### src/csp_pkg.sv
// Shared constants and helpers for the cron line parser.
package csp_pkg;

    localparam int CHAR_W   = 8;
    localparam int MIN_W    = 60;
    localparam int HOUR_W   = 24;
    localparam int DAY_W    = 31;
    localparam int MON_W    = 12;
    localparam int WDAY_W   = 7;
    localparam int STATUS_W = 3;
    localparam int ACC_W    = 64;
    localparam int VAL_W    = 7;
    localparam int NUM_W    = 8;
    localparam int FLD_W    = 3;
    localparam int BIT_W    = 8;

    localparam logic [STATUS_W-1:0] ST_OK        = 3'd0;
    localparam logic [STATUS_W-1:0] ST_STAR_STEP = 3'd1;
    localparam logic [STATUS_W-1:0] ST_FIRST     = 3'd2;
    localparam logic [STATUS_W-1:0] ST_SECOND    = 3'd3;
    localparam logic [STATUS_W-1:0] ST_NO_TOKEN  = 3'd4;
    localparam logic [STATUS_W-1:0] ST_STEP      = 3'd5;
    localparam logic [STATUS_W-1:0] ST_SEP       = 3'd6;

    localparam logic [FLD_W-1:0] FLD_MIN  = 3'd0;
    localparam logic [FLD_W-1:0] FLD_HOUR = 3'd1;
    localparam logic [FLD_W-1:0] FLD_DAY  = 3'd2;
    localparam logic [FLD_W-1:0] FLD_MON  = 3'd3;
    localparam logic [FLD_W-1:0] FLD_WDAY = 3'd4;

    localparam logic [CHAR_W-1:0] CH_NUL   = 8'd0;
    localparam logic [CHAR_W-1:0] CH_TAB   = 8'd9;
    localparam logic [CHAR_W-1:0] CH_SPACE = 8'd32;
    localparam logic [CHAR_W-1:0] CH_STAR  = 8'd42;
    localparam logic [CHAR_W-1:0] CH_COMMA = 8'd44;
    localparam logic [CHAR_W-1:0] CH_DASH  = 8'd45;
    localparam logic [CHAR_W-1:0] CH_SLASH = 8'd47;
    localparam logic [CHAR_W-1:0] CH_ZERO  = 8'd48;

    function automatic logic [NUM_W-1:0] fld_lo(input logic [FLD_W-1:0] f);
        case (f)
            FLD_DAY, FLD_MON: fld_lo = 8'd1;
            default:          fld_lo = 8'd0;
        endcase
    endfunction

    function automatic logic [NUM_W-1:0] fld_hi(input logic [FLD_W-1:0] f);
        case (f)
            FLD_MIN:  fld_hi = 8'd59;
            FLD_HOUR: fld_hi = 8'd23;
            FLD_DAY:  fld_hi = 8'd31;
            FLD_MON:  fld_hi = 8'd12;
            default:  fld_hi = 8'd6;
        endcase
    endfunction

    function automatic logic [23:0] name_of(input logic [FLD_W-1:0] f,
                                            input logic [3:0] k);
        logic [23:0] r;
        r = 24'h0;
        if (f == FLD_MON) begin
            case (k)
                4'd0:  r = "jan";
                4'd1:  r = "feb";
                4'd2:  r = "mar";
                4'd3:  r = "apr";
                4'd4:  r = "may";
                4'd5:  r = "jun";
                4'd6:  r = "jul";
                4'd7:  r = "aug";
                4'd8:  r = "sep";
                4'd9:  r = "oct";
                4'd10: r = "nov";
                4'd11: r = "dec";
                default: r = 24'h0;
            endcase
        end else begin
            case (k)
                4'd0: r = "sun";
                4'd1: r = "mon";
                4'd2: r = "tue";
                4'd3: r = "wed";
                4'd4: r = "thu";
                4'd5: r = "fri";
                4'd6: r = "sat";
                default: r = 24'h0;
            endcase
        end
        name_of = r;
    endfunction

endpackage

### src/cron_schedule_spec_parser_top.sv
// Cron line parser: character stream in, five field masks and status out.
//
//  channel | signals                                   | direction
//  in      | i_valid, o_ready, i_char_code            | into block
//  out     | o_valid, i_ready, o_*_mask, o_status     | out of block
//
// A closing item or star runs a pass of the shared bit-set/modulo unit,
// which sets one mask bit per cycle.
// A name's third letter walks the name table, one entry a cycle.
// Reset is synchronous; the result register holds until taken, and the next
// line's characters are accepted while it waits, except the next zero byte.
module cron_schedule_spec_parser_top (
    input  logic                            i_clk,
    input  logic                            i_rst_n,
    input  logic                            i_valid,
    output logic                            o_ready,
    input  logic [csp_pkg::CHAR_W-1:0]      i_char_code,
    output logic                            o_valid,
    input  logic                            i_ready,
    output logic [csp_pkg::MIN_W-1:0]       o_minute_mask,
    output logic [csp_pkg::HOUR_W-1:0]      o_hour_mask,
    output logic [csp_pkg::DAY_W-1:0]       o_day_mask,
    output logic [csp_pkg::MON_W-1:0]       o_month_mask,
    output logic [csp_pkg::WDAY_W-1:0]      o_weekday_mask,
    output logic [csp_pkg::STATUS_W-1:0]    o_status
);

    localparam logic [3:0] PH_LEAD  = 4'd0;
    localparam logic [3:0] PH_STAR  = 4'd1;
    localparam logic [3:0] PH_SSTEP = 4'd2;
    localparam logic [3:0] PH_TOKEN = 4'd3;
    localparam logic [3:0] PH_NUM   = 4'd4;
    localparam logic [3:0] PH_NAME  = 4'd5;
    localparam logic [3:0] PH_ANAME = 4'd6;
    localparam logic [3:0] PH_STEP  = 4'd7;
    localparam logic [3:0] PH_TRAIL = 4'd8;
    localparam logic [3:0] PH_ERR   = 4'd9;

    localparam logic [1:0] SQ_IDLE = 2'd0;
    localparam logic [1:0] SQ_SET  = 2'd1;
    localparam logic [1:0] SQ_NAME = 2'd2;

    logic [1:0]                     r_sq, n_sq;
    logic [3:0]                     r_ph, n_ph;
    logic [csp_pkg::FLD_W-1:0]      r_fld, n_fld;
    logic [csp_pkg::VAL_W-1:0]      r_v1, n_v1, r_v2, n_v2;
    logic                           r_h1, n_h1, r_h2, n_h2;
    logic [csp_pkg::NUM_W-1:0]      r_num, n_num, r_step, n_step;
    logic [23:0]                    r_name, n_name;
    logic [1:0]                     r_ncnt, n_ncnt;
    logic [3:0]                     r_nk, n_nk;
    logic [csp_pkg::ACC_W-1:0]      r_acc, n_acc;
    logic [csp_pkg::ACC_W-1:0]      r_fin [5];
    logic [csp_pkg::ACC_W-1:0]      n_fin [5];
    logic [csp_pkg::STATUS_W-1:0]   r_err, n_err;
    logic [csp_pkg::BIT_W-1:0]      r_i, n_i, r_hi, n_hi, r_pos, n_pos;
    logic [csp_pkg::CHAR_W-1:0]     r_pend, n_pend;
    logic                           r_ov, n_ov;
    logic [csp_pkg::MIN_W-1:0]      r_m0, n_m0;
    logic [csp_pkg::HOUR_W-1:0]     r_m1, n_m1;
    logic [csp_pkg::DAY_W-1:0]      r_m2, n_m2;
    logic [csp_pkg::MON_W-1:0]      r_m3, n_m3;
    logic [csp_pkg::WDAY_W-1:0]     r_m4, n_m4;
    logic [csp_pkg::STATUS_W-1:0]   r_st, n_st;

    logic                           w_acc_in;
    logic [csp_pkg::CHAR_W-1:0]     w_c;
    logic [csp_pkg::CHAR_W-1:0]     w_lc;
    logic [csp_pkg::NUM_W-1:0]      w_lo, w_hi, w_span, w_mod;
    logic [11:0]                    w_mul;
    logic [4:0]                     w_nlim;

    assign o_ready = (r_sq == SQ_IDLE) && !(r_ov && (i_char_code == csp_pkg::CH_NUL));
    assign w_acc_in = i_valid && o_ready;
    assign w_c  = i_char_code;
    assign w_lc = (w_c >= 8'd65 && w_c <= 8'd90) ? w_c + 8'd32 : w_c;
    assign w_lo = csp_pkg::fld_lo(r_fld);
    assign w_hi = csp_pkg::fld_hi(r_fld);
    assign w_span = w_hi - w_lo;
    assign w_mod  = w_span + 8'd1;
    assign w_mul  = {4'b0000, r_num} * 12'd10 + {4'b0000, w_c - csp_pkg::CH_ZERO};
    assign w_nlim = (r_fld == csp_pkg::FLD_MON) ? 5'd12 : 5'd7;

    assign o_valid        = r_ov;
    assign o_minute_mask  = r_m0;
    assign o_hour_mask    = r_m1;
    assign o_day_mask     = r_m2;
    assign o_month_mask   = r_m3;
    assign o_weekday_mask = r_m4;
    assign o_status       = r_st;

    function automatic logic blank(input logic [7:0] c);
        blank = (c == csp_pkg::CH_SPACE) || (c == csp_pkg::CH_TAB);
    endfunction

    function automatic logic digit(input logic [7:0] c);
        digit = (c >= 8'd48) && (c <= 8'd57);
    endfunction

    always_comb begin
        logic [7:0] c;
        logic       sep;
        logic [7:0] v;
        logic [7:0] lo;
        logic [7:0] hi;
        n_sq = r_sq; n_ph = r_ph; n_fld = r_fld; n_v1 = r_v1; n_v2 = r_v2;
        n_h1 = r_h1; n_h2 = r_h2; n_num = r_num; n_step = r_step;
        n_name = r_name; n_ncnt = r_ncnt; n_nk = r_nk; n_acc = r_acc;
        n_fin = r_fin; n_err = r_err; n_i = r_i; n_hi = r_hi; n_pos = r_pos;
        n_pend = r_pend; n_ov = r_ov; n_m0 = r_m0; n_m1 = r_m1; n_m2 = r_m2;
        n_m3 = r_m3; n_m4 = r_m4; n_st = r_st;
        c = w_c; sep = 1'b0; v = 8'd0; lo = 8'd0; hi = 8'd0;

        if (r_ov && i_ready) begin
            n_ov = 1'b0;
        end

        case (r_sq)
            SQ_SET: begin
                // one mask bit per cycle, position kept modulo field size
                if (r_i <= r_hi) begin
                    n_acc = r_acc | (64'd1 << r_pos[5:0]);
                    n_i = r_i + r_step;
                    n_pos = (r_pos + r_step >= w_mod) ? r_pos + r_step - w_mod
                                                       : r_pos + r_step;
                    if ({1'b0, r_i} + {1'b0, r_step} > 9'd255) begin
                        n_hi = 8'd0;
                        n_i = 8'd1;
                    end
                end else begin
                    c = r_pend;
                    n_sq = SQ_IDLE;
                    sep = 1'b1;
                end
            end
            SQ_NAME: begin
                if ({1'b0, r_nk} >= w_nlim) begin
                    n_err = csp_pkg::ST_NO_TOKEN;
                    n_ph = PH_ERR;
                    n_sq = SQ_IDLE;
                end else if (csp_pkg::name_of(r_fld, r_nk) == r_name) begin
                    v = {4'd0, r_nk} + w_lo;
                    n_sq = SQ_IDLE;
                    if (v > w_hi) begin
                        n_err = r_h1 ? csp_pkg::ST_SECOND : csp_pkg::ST_FIRST;
                        n_ph = PH_ERR;
                    end else begin
                        n_ph = PH_ANAME;
                        if (!r_h1) begin
                            n_v1 = v[6:0]; n_h1 = 1'b1;
                        end else begin
                            n_v2 = v[6:0]; n_h2 = 1'b1;
                        end
                    end
                end else begin
                    n_nk = r_nk + 4'd1;
                end
            end
            default: begin
                if (w_acc_in) begin
                    case (r_ph)
                        PH_LEAD, PH_TOKEN: begin
                            if (r_ph == PH_LEAD && blank(c)) begin
                                n_ph = r_ph;
                            end else if (r_ph == PH_LEAD && c == csp_pkg::CH_STAR) begin
                                n_ph = PH_STAR;
                            end else if (digit(c)) begin
                                n_num = c - csp_pkg::CH_ZERO;
                                n_ph = PH_NUM;
                            end else if (r_fld >= csp_pkg::FLD_MON && c != csp_pkg::CH_NUL) begin
                                n_name = {w_lc, 16'h0};
                                n_ncnt = 2'd1;
                                n_ph = PH_NAME;
                            end else begin
                                n_err = csp_pkg::ST_NO_TOKEN;
                                n_ph = PH_ERR;
                            end
                        end
                        PH_STAR: begin
                            if (c == csp_pkg::CH_SLASH) begin
                                n_num = 8'd0;
                                n_ph = PH_SSTEP;
                            end else begin
                                n_step = 8'd1; n_i = 8'd0; n_pos = 8'd0;
                                n_hi = w_span; n_pend = c; n_sq = SQ_SET;
                            end
                        end
                        PH_SSTEP, PH_STEP: begin
                            if (digit(c)) begin
                                n_num = (w_mul > 12'd255) ? 8'd255 : w_mul[7:0];
                            end else if (r_num == 8'd0 || r_num >= w_span) begin
                                n_step = r_num;
                                n_err = (r_ph == PH_SSTEP) ? csp_pkg::ST_STAR_STEP
                                                           : csp_pkg::ST_STEP;
                                n_ph = PH_ERR;
                            end else begin
                                n_step = r_num; n_pend = c; n_sq = SQ_SET;
                                if (r_ph == PH_SSTEP) begin
                                    n_i = 8'd0; n_pos = 8'd0; n_hi = w_span;
                                end else begin
                                    lo = {1'b0, r_v1} - w_lo;
                                    hi = !r_h2 ? lo :
                                         (r_v1 > r_v2) ? {1'b0, r_v2} - w_lo + w_mod
                                                       : {1'b0, r_v2} - w_lo;
                                    n_i = lo; n_pos = lo; n_hi = hi;
                                    n_h1 = 1'b0; n_h2 = 1'b0;
                                end
                            end
                        end
                        PH_NUM: begin
                            if (digit(c)) begin
                                n_num = (w_mul > 12'd255) ? 8'd255 : w_mul[7:0];
                            end else if (r_num < w_lo || r_num > w_hi) begin
                                n_err = r_h1 ? csp_pkg::ST_SECOND : csp_pkg::ST_FIRST;
                                n_ph = PH_ERR;
                            end else begin
                                if (!r_h1) begin
                                    n_v1 = r_num[6:0]; n_h1 = 1'b1;
                                end else begin
                                    n_v2 = r_num[6:0]; n_h2 = 1'b1;
                                end
                                if (c == csp_pkg::CH_DASH && !r_h1) begin
                                    n_ph = PH_TOKEN;
                                end else if (c == csp_pkg::CH_SLASH) begin
                                    n_num = 8'd0; n_ph = PH_STEP;
                                end else begin
                                    n_step = 8'd1; n_pend = c; n_sq = SQ_SET;
                                    lo = (r_h1 ? {1'b0, r_v1} : r_num) - w_lo;
                                    hi = !r_h1 ? lo :
                                         (r_v1 > r_num[6:0]) ? r_num - w_lo + w_mod
                                                             : r_num - w_lo;
                                    n_i = lo; n_pos = lo; n_hi = hi;
                                    n_h1 = 1'b0; n_h2 = 1'b0;
                                end
                            end
                        end
                        PH_NAME: begin
                            if (c == csp_pkg::CH_NUL) begin
                                n_err = csp_pkg::ST_NO_TOKEN;
                                n_ph = PH_ERR;
                            end else if (r_ncnt == 2'd1) begin
                                n_name[15:8] = w_lc; n_ncnt = 2'd2;
                            end else begin
                                n_name[7:0] = w_lc; n_ncnt = 2'd0;
                                n_nk = 4'd0; n_sq = SQ_NAME;
                            end
                        end
                        PH_ANAME: begin
                            if (c == csp_pkg::CH_DASH && !r_h2) begin
                                n_ph = PH_TOKEN;
                            end else if (c == csp_pkg::CH_SLASH) begin
                                n_num = 8'd0; n_ph = PH_STEP;
                            end else begin
                                n_step = 8'd1; n_pend = c; n_sq = SQ_SET;
                                lo = {1'b0, r_v1} - w_lo;
                                hi = !r_h2 ? lo :
                                     (r_v1 > r_v2) ? {1'b0, r_v2} - w_lo + w_mod
                                                   : {1'b0, r_v2} - w_lo;
                                n_i = lo; n_pos = lo; n_hi = hi;
                                n_h1 = 1'b0; n_h2 = 1'b0;
                            end
                        end
                        PH_TRAIL: begin
                            if (!blank(c) && c != csp_pkg::CH_NUL) begin
                                n_err = csp_pkg::ST_SEP; n_ph = PH_ERR;
                            end
                        end
                        default: begin
                            n_ph = r_ph;
                        end
                    endcase
                end
            end
        endcase

        // close the item or field after the bit-set pass
        if (sep) begin
            if (c == csp_pkg::CH_COMMA && r_ph != PH_STAR && r_ph != PH_SSTEP) begin
                n_ph = PH_TOKEN;
            end else begin
                n_fin[r_fld] = n_acc;
                if (r_fld < csp_pkg::FLD_WDAY) begin
                    if (blank(c)) begin
                        n_fld = r_fld + 3'd1; n_acc = 64'd0;
                        n_h1 = 1'b0; n_h2 = 1'b0; n_ph = PH_LEAD;
                    end else begin
                        n_err = csp_pkg::ST_SEP; n_ph = PH_ERR;
                    end
                end else if (blank(c) || c == csp_pkg::CH_NUL) begin
                    n_ph = PH_TRAIL;
                end else begin
                    n_err = csp_pkg::ST_SEP; n_ph = PH_ERR;
                end
            end
        end

        // end of line: emit once the closing pass is done, then clear
        if (c == csp_pkg::CH_NUL && n_sq == SQ_IDLE &&
            ((sep) || (w_acc_in && r_sq == SQ_IDLE))) begin
            n_ov = 1'b1;
            n_m0 = n_fin[0][csp_pkg::MIN_W-1:0];
            n_m1 = n_fin[1][csp_pkg::HOUR_W-1:0];
            n_m2 = n_fin[2][csp_pkg::DAY_W-1:0];
            n_m3 = n_fin[3][csp_pkg::MON_W-1:0];
            n_m4 = n_fin[4][csp_pkg::WDAY_W-1:0];
            n_st = n_err;
            n_ph = PH_LEAD; n_fld = csp_pkg::FLD_MIN; n_h1 = 1'b0; n_h2 = 1'b0;
            n_num = 8'd0; n_step = 8'd0; n_acc = 64'd0; n_err = csp_pkg::ST_OK;
            n_ncnt = 2'd0; n_name = 24'h0;
            for (int k = 0; k < 5; k++) n_fin[k] = 64'd0;
        end
    end

    always_ff @(posedge i_clk) begin
        if (!i_rst_n) begin
            r_sq <= SQ_IDLE; r_ph <= PH_LEAD; r_fld <= csp_pkg::FLD_MIN;
            r_h1 <= 1'b0; r_h2 <= 1'b0; r_num <= 8'd0; r_step <= 8'd0;
            r_name <= 24'h0; r_ncnt <= 2'd0; r_acc <= 64'd0;
            for (int k = 0; k < 5; k++) r_fin[k] <= 64'd0;
            r_err <= csp_pkg::ST_OK; r_ov <= 1'b0;
        end else begin
            r_sq <= n_sq; r_ph <= n_ph; r_fld <= n_fld; r_h1 <= n_h1; r_h2 <= n_h2;
            r_num <= n_num; r_step <= n_step; r_name <= n_name; r_ncnt <= n_ncnt;
            r_acc <= n_acc; r_fin <= n_fin; r_err <= n_err; r_ov <= n_ov;
        end
        r_v1 <= n_v1; r_v2 <= n_v2; r_nk <= n_nk; r_i <= n_i; r_hi <= n_hi;
        r_pos <= n_pos; r_pend <= n_pend; r_m0 <= n_m0; r_m1 <= n_m1;
        r_m2 <= n_m2; r_m3 <= n_m3; r_m4 <= n_m4; r_st <= n_st;
    end

endmodule

### config.mk
export PLATFORM = sky130hd
export DESIGN_NAME = cron_schedule_spec_parser_top
export DESIGN_NICKNAME = d
export VERILOG_FILES = /design/src/csp_pkg.sv /design/src/cron_schedule_spec_parser_top.sv
export SDC_FILE = /design/constraint.sdc
export NUM_CORES = 1
export LEC_CHECK = 0
export BUFFER_PORTS_ARGS = -buffer_cell sky130_fd_sc_hd__buf_4
export CAP_MARGIN = 20
export CORE_MARGIN = 8
export CORE_UTILIZATION = 35
export CTS_BUF_LIST = sky130_fd_sc_hd__clkbuf_8
export DETAILED_ROUTE_END_ITERATION = 8
export MAX_ROUTING_LAYER = met4
export PLACE_DENSITY_LB_ADDON = 0.05
export SLEW_MARGIN = 20
export SYNTH_ARGS = -nofsm -noshare
export SYNTH_HDL_FRONTEND = slang
export SYNTH_SLANG_ARGS = --single-unit
### constraint.sdc
create_clock -name i_clk -period 17.5 [get_ports i_clk]
set_input_delay 1.75 -clock i_clk [delete_from_list [all_inputs] [get_ports i_clk]]
set_output_delay 1.75 -clock i_clk [all_outputs]
set_load 0.01 [all_outputs]
## After elaboration in Yosys (flattened, before gate mapping)

Memory sizes are Yosys's and may differ from the RTL's. A register that Yosys moved wholly into a read port is not among the register bits.
Cells that the tools add are included.

| operators by class | value |
|---|---|
| shift operators | 1 |
| bitwise gates (word level) | 10 |
| multiply operators | 1 |
| add/sub/neg operators | 18 |
| reduce and logical (&&, ||, !) cells | 68 |
| order comparisons | 19 |
| equal/unequal tests | 80 |
| mux-type cells | 234 |

Operators with widths:

| operator | number |
|---|---|
| two-way mux 316 bit | 2 |
| two-way mux 8 bit | 61 |
| two-way mux 64 bit | 7 |
| bitwise mux 320 bit | 1 |
| demux 64 bit (select 3 bit) | 1 |
| one-hot mux 23 bit (7 select lines) | 1 |
| one-hot mux 8 bit (4 select lines) | 4 |
| two-way mux 7 bit | 18 |
| two-way mux 4 bit | 30 |
| two-way mux 16 bit | 5 |
| two-way mux 24 bit | 3 |
| OR 64 bit | 1 |
| << shifter 1 x 6 -> 64 bit, first input constant | 1 |
| two-way mux 3 bit | 20 |
| inequality test 2 bit, second input constant | 26 |
| == test 8 x 6 -> 1 bit, second input constant | 6 |
| one-hot mux 8 bit (2 select lines) | 3 |
| two-way mux 1 bit | 42 |
| one-hot mux 8 bit (5 select lines) | 1 |
| two-way mux 2 bit | 19 |
| inequality test 3 bit, second input constant | 11 |
| adder 8 bit | 4 |
| one-hot mux 16 bit (2 select lines) | 1 |
| subtractor 8 bit | 4 |
| 76 further kinds | 159 |

| word-level totals | value |
|---|---|
| output and inout bits | 139 |
| memories kept | 1 |
| logic and storage cells | 469 |
| bits in read-only memories | 336 |
| bits in registers | 628 |

Memory list:

| memory | words | bits a word | read ports | clocked after memory_dff | wr ports | RTL line | text |
|---|---|---|---|---|---|---|---|
| (name not given) | 16 | 21 | 1 | 1 | 0 | csp_pkg.sv:62 | `case (k)` |

## Logic depth before layout (Yosys ltp)

| depth | value |
|---|---|
| depth in word-level cells | 15 |
| gate-level depth with buffers | 24 |
| gate-level depth less buffers | 22 |

## Worst setup path before layout

Ideal clock, no wire load.

| timing | value |
|---|---|
| path kind | flip-flop to flip-flop |
| start point | reg r_fld[2] in the netlist's numbering |
| end point | reg r_err[0] in the netlist's numbering |
| arrival | 13.990 ns |
| stages on the path, launching flop included | 19 |
| buffers on the path | 3 |
| library setup time | 0.119 ns |
| data required time | 17.381 ns |
| path slack | 3.391 ns |
| cells stage by stage | dfxtp_1 -> clkbuf_1 -> inv_1 -> ha_1 -> buf_2 -> clkbuf_1 -> a21o_1 -> ha_1 -> ha_1 -> xnor2_1 -> inv_1 -> ha_1 -> a21o_1 -> a21oi_1 -> o21ai_1 -> a211oi_2 -> a211oi_2 -> nor3_1 -> and3b_1 |

| on the way | value |
|---|---|
| word-level cells in the longest chain between the ends | 15 |
| elaborated cells between the ends (all ways) | 56 |

RTL lines:

| item | RTL line | text |
|---|---|---|
| start, declared | cron_schedule_spec_parser_top.sv:45 | `logic [csp_pkg::FLD_W-1:0] r_fld, n_fld;` |
| start signal, assigned | cron_schedule_spec_parser_top.sv:322 | `r_sq <= n_sq; r_ph <= n_ph; r_fld <= n_fld; r_h1 <= n_h1; r_h2 <= n_h2;` |
| == test 3 x 2 -> 1 bit, on equally long branches | -- |  |
| OR reduction 2 bit | csp_pkg.sv:41 | `case (f)` |
| two-way mux 1 bit | csp_pkg.sv:41 |  |
| subtractor 8 bit | cron_schedule_spec_parser_top.sv:79 | `assign w_span = w_hi - w_lo;` |
| >= comparator 8 bit | cron_schedule_spec_parser_top.sv:191 | `end else if (r_num == 8'd0 \|\| r_num >= w_span) begin` |
| logical OR 1 bit | cron_schedule_spec_parser_top.sv:191 |  |
| two-way mux 3 bit or two-way mux 2 bit (tied branches) | cron_schedule_spec_parser_top.sv:191 |  |
| two-way mux 3 bit or two-way mux 2 bit (tied branches) | cron_schedule_spec_parser_top.sv:189 | `if (digit(c)) begin` |
| one-hot mux 3 bit (5 select lines) or one-hot mux 2 bit (5 select lines) (tied branches) | cron_schedule_spec_parser_top.sv:161 | `case (r_ph)` |
| two-way mux 3 bit or two-way mux 2 bit (tied branches) | cron_schedule_spec_parser_top.sv:160 | `if (w_acc_in) begin` |
| one-hot mux 3 bit (2 select lines) or one-hot mux 2 bit (2 select lines) (tied branches) | cron_schedule_spec_parser_top.sv:118 | `case (r_sq)` |
| two-way mux 3 bit, or another cell as far along | cron_schedule_spec_parser_top.sv:289 | `end else if (blank(c) \|\| c == csp_pkg::CH_NUL) begin` |
| two-way mux 3 bit or logical AND 1 bit (tied branches) | cron_schedule_spec_parser_top.sv:282, cron_schedule_spec_parser_top.sv:298 |  |
| two-way mux 3 bit or logical AND 1 bit (tied branches) | cron_schedule_spec_parser_top.sv:278, cron_schedule_spec_parser_top.sv:298 |  |
| two-way mux 3 bit or OR reduction 2 bit (tied branches) | -- |  |
| end signal, assigned | cron_schedule_spec_parser_top.sv:324 | `r_acc <= n_acc; r_fin <= n_fin; r_err <= n_err; r_ov <= n_ov;` |
| end, declared | cron_schedule_spec_parser_top.sv:55 | `logic [csp_pkg::STATUS_W-1:0] r_err, n_err;` |

Parallel ways exist; a longest one is shown, timed or not. The select of a mux whose other input is x is not followed.
A chain may end at the register's enable or synchronous reset.

## Worst setup path after layout

| timing | value |
|---|---|
| start point | reg r_fld[2] in the netlist's numbering |
| end point | reg r_fin[280] in the netlist's numbering |

| on the way | value |
|---|---|
| word-level cells in the longest chain between the ends | 15 |
| elaborated cells between the ends (all ways) | 41 |

RTL lines:

| item | RTL line | text |
|---|---|---|
| == test 3 x 2 -> 1 bit, on equally long branches | -- |  |
| OR reduction 2 bit | csp_pkg.sv:41 |  |
| two-way mux 1 bit | csp_pkg.sv:41 |  |
| subtractor 8 bit | cron_schedule_spec_parser_top.sv:79 |  |
| >= comparator 8 bit | cron_schedule_spec_parser_top.sv:191 |  |
| logical OR 1 bit | cron_schedule_spec_parser_top.sv:191 |  |
| two-way mux 2 bit | cron_schedule_spec_parser_top.sv:191 |  |
| two-way mux 2 bit | cron_schedule_spec_parser_top.sv:189 |  |
| one-hot mux 2 bit (5 select lines) | cron_schedule_spec_parser_top.sv:161 |  |
| two-way mux 2 bit | cron_schedule_spec_parser_top.sv:160 |  |
| one-hot mux 2 bit (2 select lines) | cron_schedule_spec_parser_top.sv:118 |  |
| logical NOT 2 bit | cron_schedule_spec_parser_top.sv:298 | `if (c == csp_pkg::CH_NUL && n_sq == SQ_IDLE &&` |
| logical AND 1 bit (2 in series) | cron_schedule_spec_parser_top.sv:298 |  |
| OR reduction 2 bit (no source line) | -- |  |
| end signal, assigned | cron_schedule_spec_parser_top.sv:324 |  |
| end, declared | cron_schedule_spec_parser_top.sv:53 | `logic [csp_pkg::ACC_W-1:0] r_fin [5];` |

Parallel ways exist; a longest one is shown, timed or not. The select of a mux whose other input is x is not followed.

==> impl_metrics.ini <==
[outcome]
status = finished, final reports clean

[worst_setup_path]
crit_chain = inv_1 -> ha_1 -> buf_4 -> a21o_1 -> ha_1 -> ha_1 -> xnor2_1 -> inv_1 -> ha_1 -> a21o_1 -> a21oi_1 -> o21ai_1 -> a211oi_2 -> a211oi_2 -> o31ai_4 -> buf_4 -> buf_4 -> a211oi_1
cpPeakStageDelay_ns = 0.81
crit_type = flop to flop
worstPathArrival_ns = 7.68
end_kind = flop
crit_required_ns = 17.96
crit_top_cell = ha_1
startpoint_type = flop
cpMaxStageDelayCell = buf_4
critPathMaxFanout = 82

[synthesis]
synth_xor_area_share_pct = 3.05
yosysWarnings = 0
ys_seq_area_share_pct = 47.1
async_reset_ff_share_pct = 0
synth_compound_area_share_pct = 20.9
synth_top_family_by_area = compound AO/OA/AOI/OAI gates
synth_edf_count = 187
synth_cell_type_count = 103
mappedNetlistArea_mm2 = 0.0233
synth_ff_type = dfxtp_1
synth.area.mux_share_pct = 1.89
ys_ff_latch = 454
avgSynthCellArea_um2 = 9.60
synthAdderAreaFrac_pct = 8.02
synthSimpleGateAreaFrac_pct = 14.5
syn_inst = 2423

[power]
internal-power_mw = 1.99
p_clk_share_pct = 31.3
p_comb_share_pct = 27.6
netSwitchingPower_mw = 1.10
powerDensity_mw_per_mm2 = 115
p_seq_share_pct = 41.1
peakVddDrop_mv = 0.0541
p_leak_nw = 10.3
swShare_pct = 35.6

[clock_tree]
postCtsHoldBufs = 0
clkSinkCount = 454
htree_levels = 3
clk_latency_ns = 0.69
cts_buffers = 82
cts-root-buf = clkbuf_8
postCtsSetupBuffers = 0
cts.clk_slew.worst_paths_ns = 0.06
clockBufferDepth = 3
cts_tree = yes
cts.repair.resized = 0

[global_route]
grt_pass1_vias = 18400
grt_first_pass_wirelength_um = 112000
grt_use_total_pct = 19.7
antenna_found_initial = 1
overflow = 0
grt_max_degree = 140

[layout]
nets = 2699
layout.cells.non_filler = 3477
drive_above_1_share_pct = 13.5
synthToLayoutAreaGrowth_pct = 15.0

[sta]
rsz0062_at_grt = no
setup_viol = 0
max_freq_mhz = 138
post-route-period-util_pct = 41.3
relSlewSlack_pct = 23.5
tns_ns = 0
slew_violations = 0
hold_viol_final = 0
worst_slew_pin_slew_ns = 1.14
fin_skew_ns = 0.0596
fin_crit_ns = 7.22

[drt]
vias_per_cell = 5.43
wire_per_inst_um = 21.3
dr.pass1.iters = 5
vias = 18900
drc = 0
detail-route-antenna-nets = 0
wl_um = 74100
drt_iter0_drc = 1237

[floorplanning]
io_pins = 151
die_h_um = 274
rows = 94
initial_utilization_pct = 35.4
dieArea_mm2 = 0.0750
core_area_mm2 = 0.0657
die_w_um = 274

[hold_path]
hold_class = flop to flop

[placement]
hpwl_um = 53200
dpl.cell_count = 3322
port_buffers = 150
gp_congestion = 0.914

[job]
max-cap-violations = 0
==> cells in the final DEF, fill, tap and decap left out, types with 8 or more instances in the layout <==
master,count
a21oi_1,275
dfxtp_1,267
nor2_1,246
edfxtp_1,187
buf_4,182
ha_1,137
inv_1,135
a211oi_1,128
nand2_1,107
nor3_1,105
clkbuf_8,95
o21ai_0,94
xnor2_1,54
nor2b_1,41
a31oi_1,38
mux2i_1,35
nand3_1,34
nand2b_1,32
xor2_1,27
a21o_1,24
a22oi_1,22
o21a_1,21
o21bai_1,19
o211ai_1,17
o22ai_1,16
nor4_1,15
nand4_1,15
clkinv_1,14
and3_1,11
and2_1,11
a221oi_1,8
mux2_2,8
==> final timing paths <==
kind	start	end	slack (ns)	cells after the start
setup reg to reg	r_fld[2]	r_fin[280]	10.28	18
hold reg to reg	r_ncnt[0]	r_ncnt[0]	0.49	2
setup / recovery	r_fld[2]	r_fin[280]	10.28	18
hold / removal	r_ncnt[0]	r_ncnt[0]	0.49	2
==> layer usage <==
layer  vias up  global-route usage, %  routed length, µm
met3       146                   3.04               3230
met4         0                   8.14               2860
met5         -                      -                  0
met1      9095                   23.1              31300
li1       9206                      -                  -
met2       449                   33.4              36600
==> power groups by stage <==
stage | clock network [mW] | registers (mW) | logic [mW]
2_1_floorplan | 0 | 1.25 | 0.615
3_3_place_gp | 0 | 1.29 | 0.845
3_5_place_dp | 0 | 1.29 | 0.847
4_1_cts | 1.01 | 1.27 | 0.852
5_1_grt | 1.05 | 1.28 | 0.944
6_report | 0.966 | 1.27 | 0.853
==> synthesized netlist by cell type, drive strengths merged, types with 35 or more instances <==
cell type	instances	area share, %
o21ai	99	2.2
mux2i	35	1.5
nor2b	41	1.1
ha	137	7.4
nor2	247	4.0
nor3	110	2.4
edfxtp	187	24
xnor2	54	2.0
clkbuf	99	1.6
a211oi	131	4.3
inv	104	1.7
buf	51	1.2
dfxtp	267	23
nand2	108	1.8
a21oi	278	6.0
a31oi	39	1.1
==> sequential cells by signal (all words and copies together), names as in the netlist, 2 cells and up, named ones only <==
name            flops
r_num               8
o_minute_mask      60
r_fin             134
r_acc              60
r_ph                4
r_name             24
r_hi                8
r_i                 8
o_status            3
r_fld               3
r_sq                2
o_hour_mask        24
r_nk                4
r_step              8
r_err               3
r_ncnt              2
r_pos               8
r_pend              8
r_v2                7
r_v1                7
o_weekday_mask      7
o_month_mask       12
o_day_mask         31
==> logic make-up (layout without fill, tap and decap cells) <==
logic type	count (synthesis)	in the layout
AOI/OAI and AO/OA	754	754
xor gates and xnor gates	81	81
adders and majority gates	145	145
buffers and inverters	256	443
DFF	454	454
muxes	43	43
other	1	4
and+or+nand+nor	689	689
==> final cells by class <==
type	instances	area [µm²]
sequential	454	11000
tap	864	1080
clock buffer	95	1310
multi-input combinational	1715	11300
clock inverter	58	287
inverter	106	398
antenna	1	2.50
fill	6563	39000
timing repair buffer	184	1400
==> critical path, delay by kind of cell, from the launching register on <==
kind	cells	cell delay (ns)
compound gates	8	2.85
xor+xnor	1	0.42
fa+ha+maj	4	0.95
buf+inv	5	2.07
flops	1	0.52
==> stage by stage <==
step / hold WS (ns) / power, mW / util [%] / area (µm²) / setup slack [ns]
after floorplan: 0.459 / 1.86 / - / 23300 / 3.39
after global placement: 0.472 / 2.13 / 38.2 / 25100 / 10.35
after detailed placement: 0.488 / 2.14 / 38.2 / 25100 / 10.15
after CTS: 0.497 / 3.13 / 40.7 / 26700 / 10.24
after global routing: 0.537 / 3.27 / 40.7 / 26800 / 9.69
final: 0.492 / 3.09 / 40.7 / 26800 / 10.28
Power figures use the tool's default switching activity.
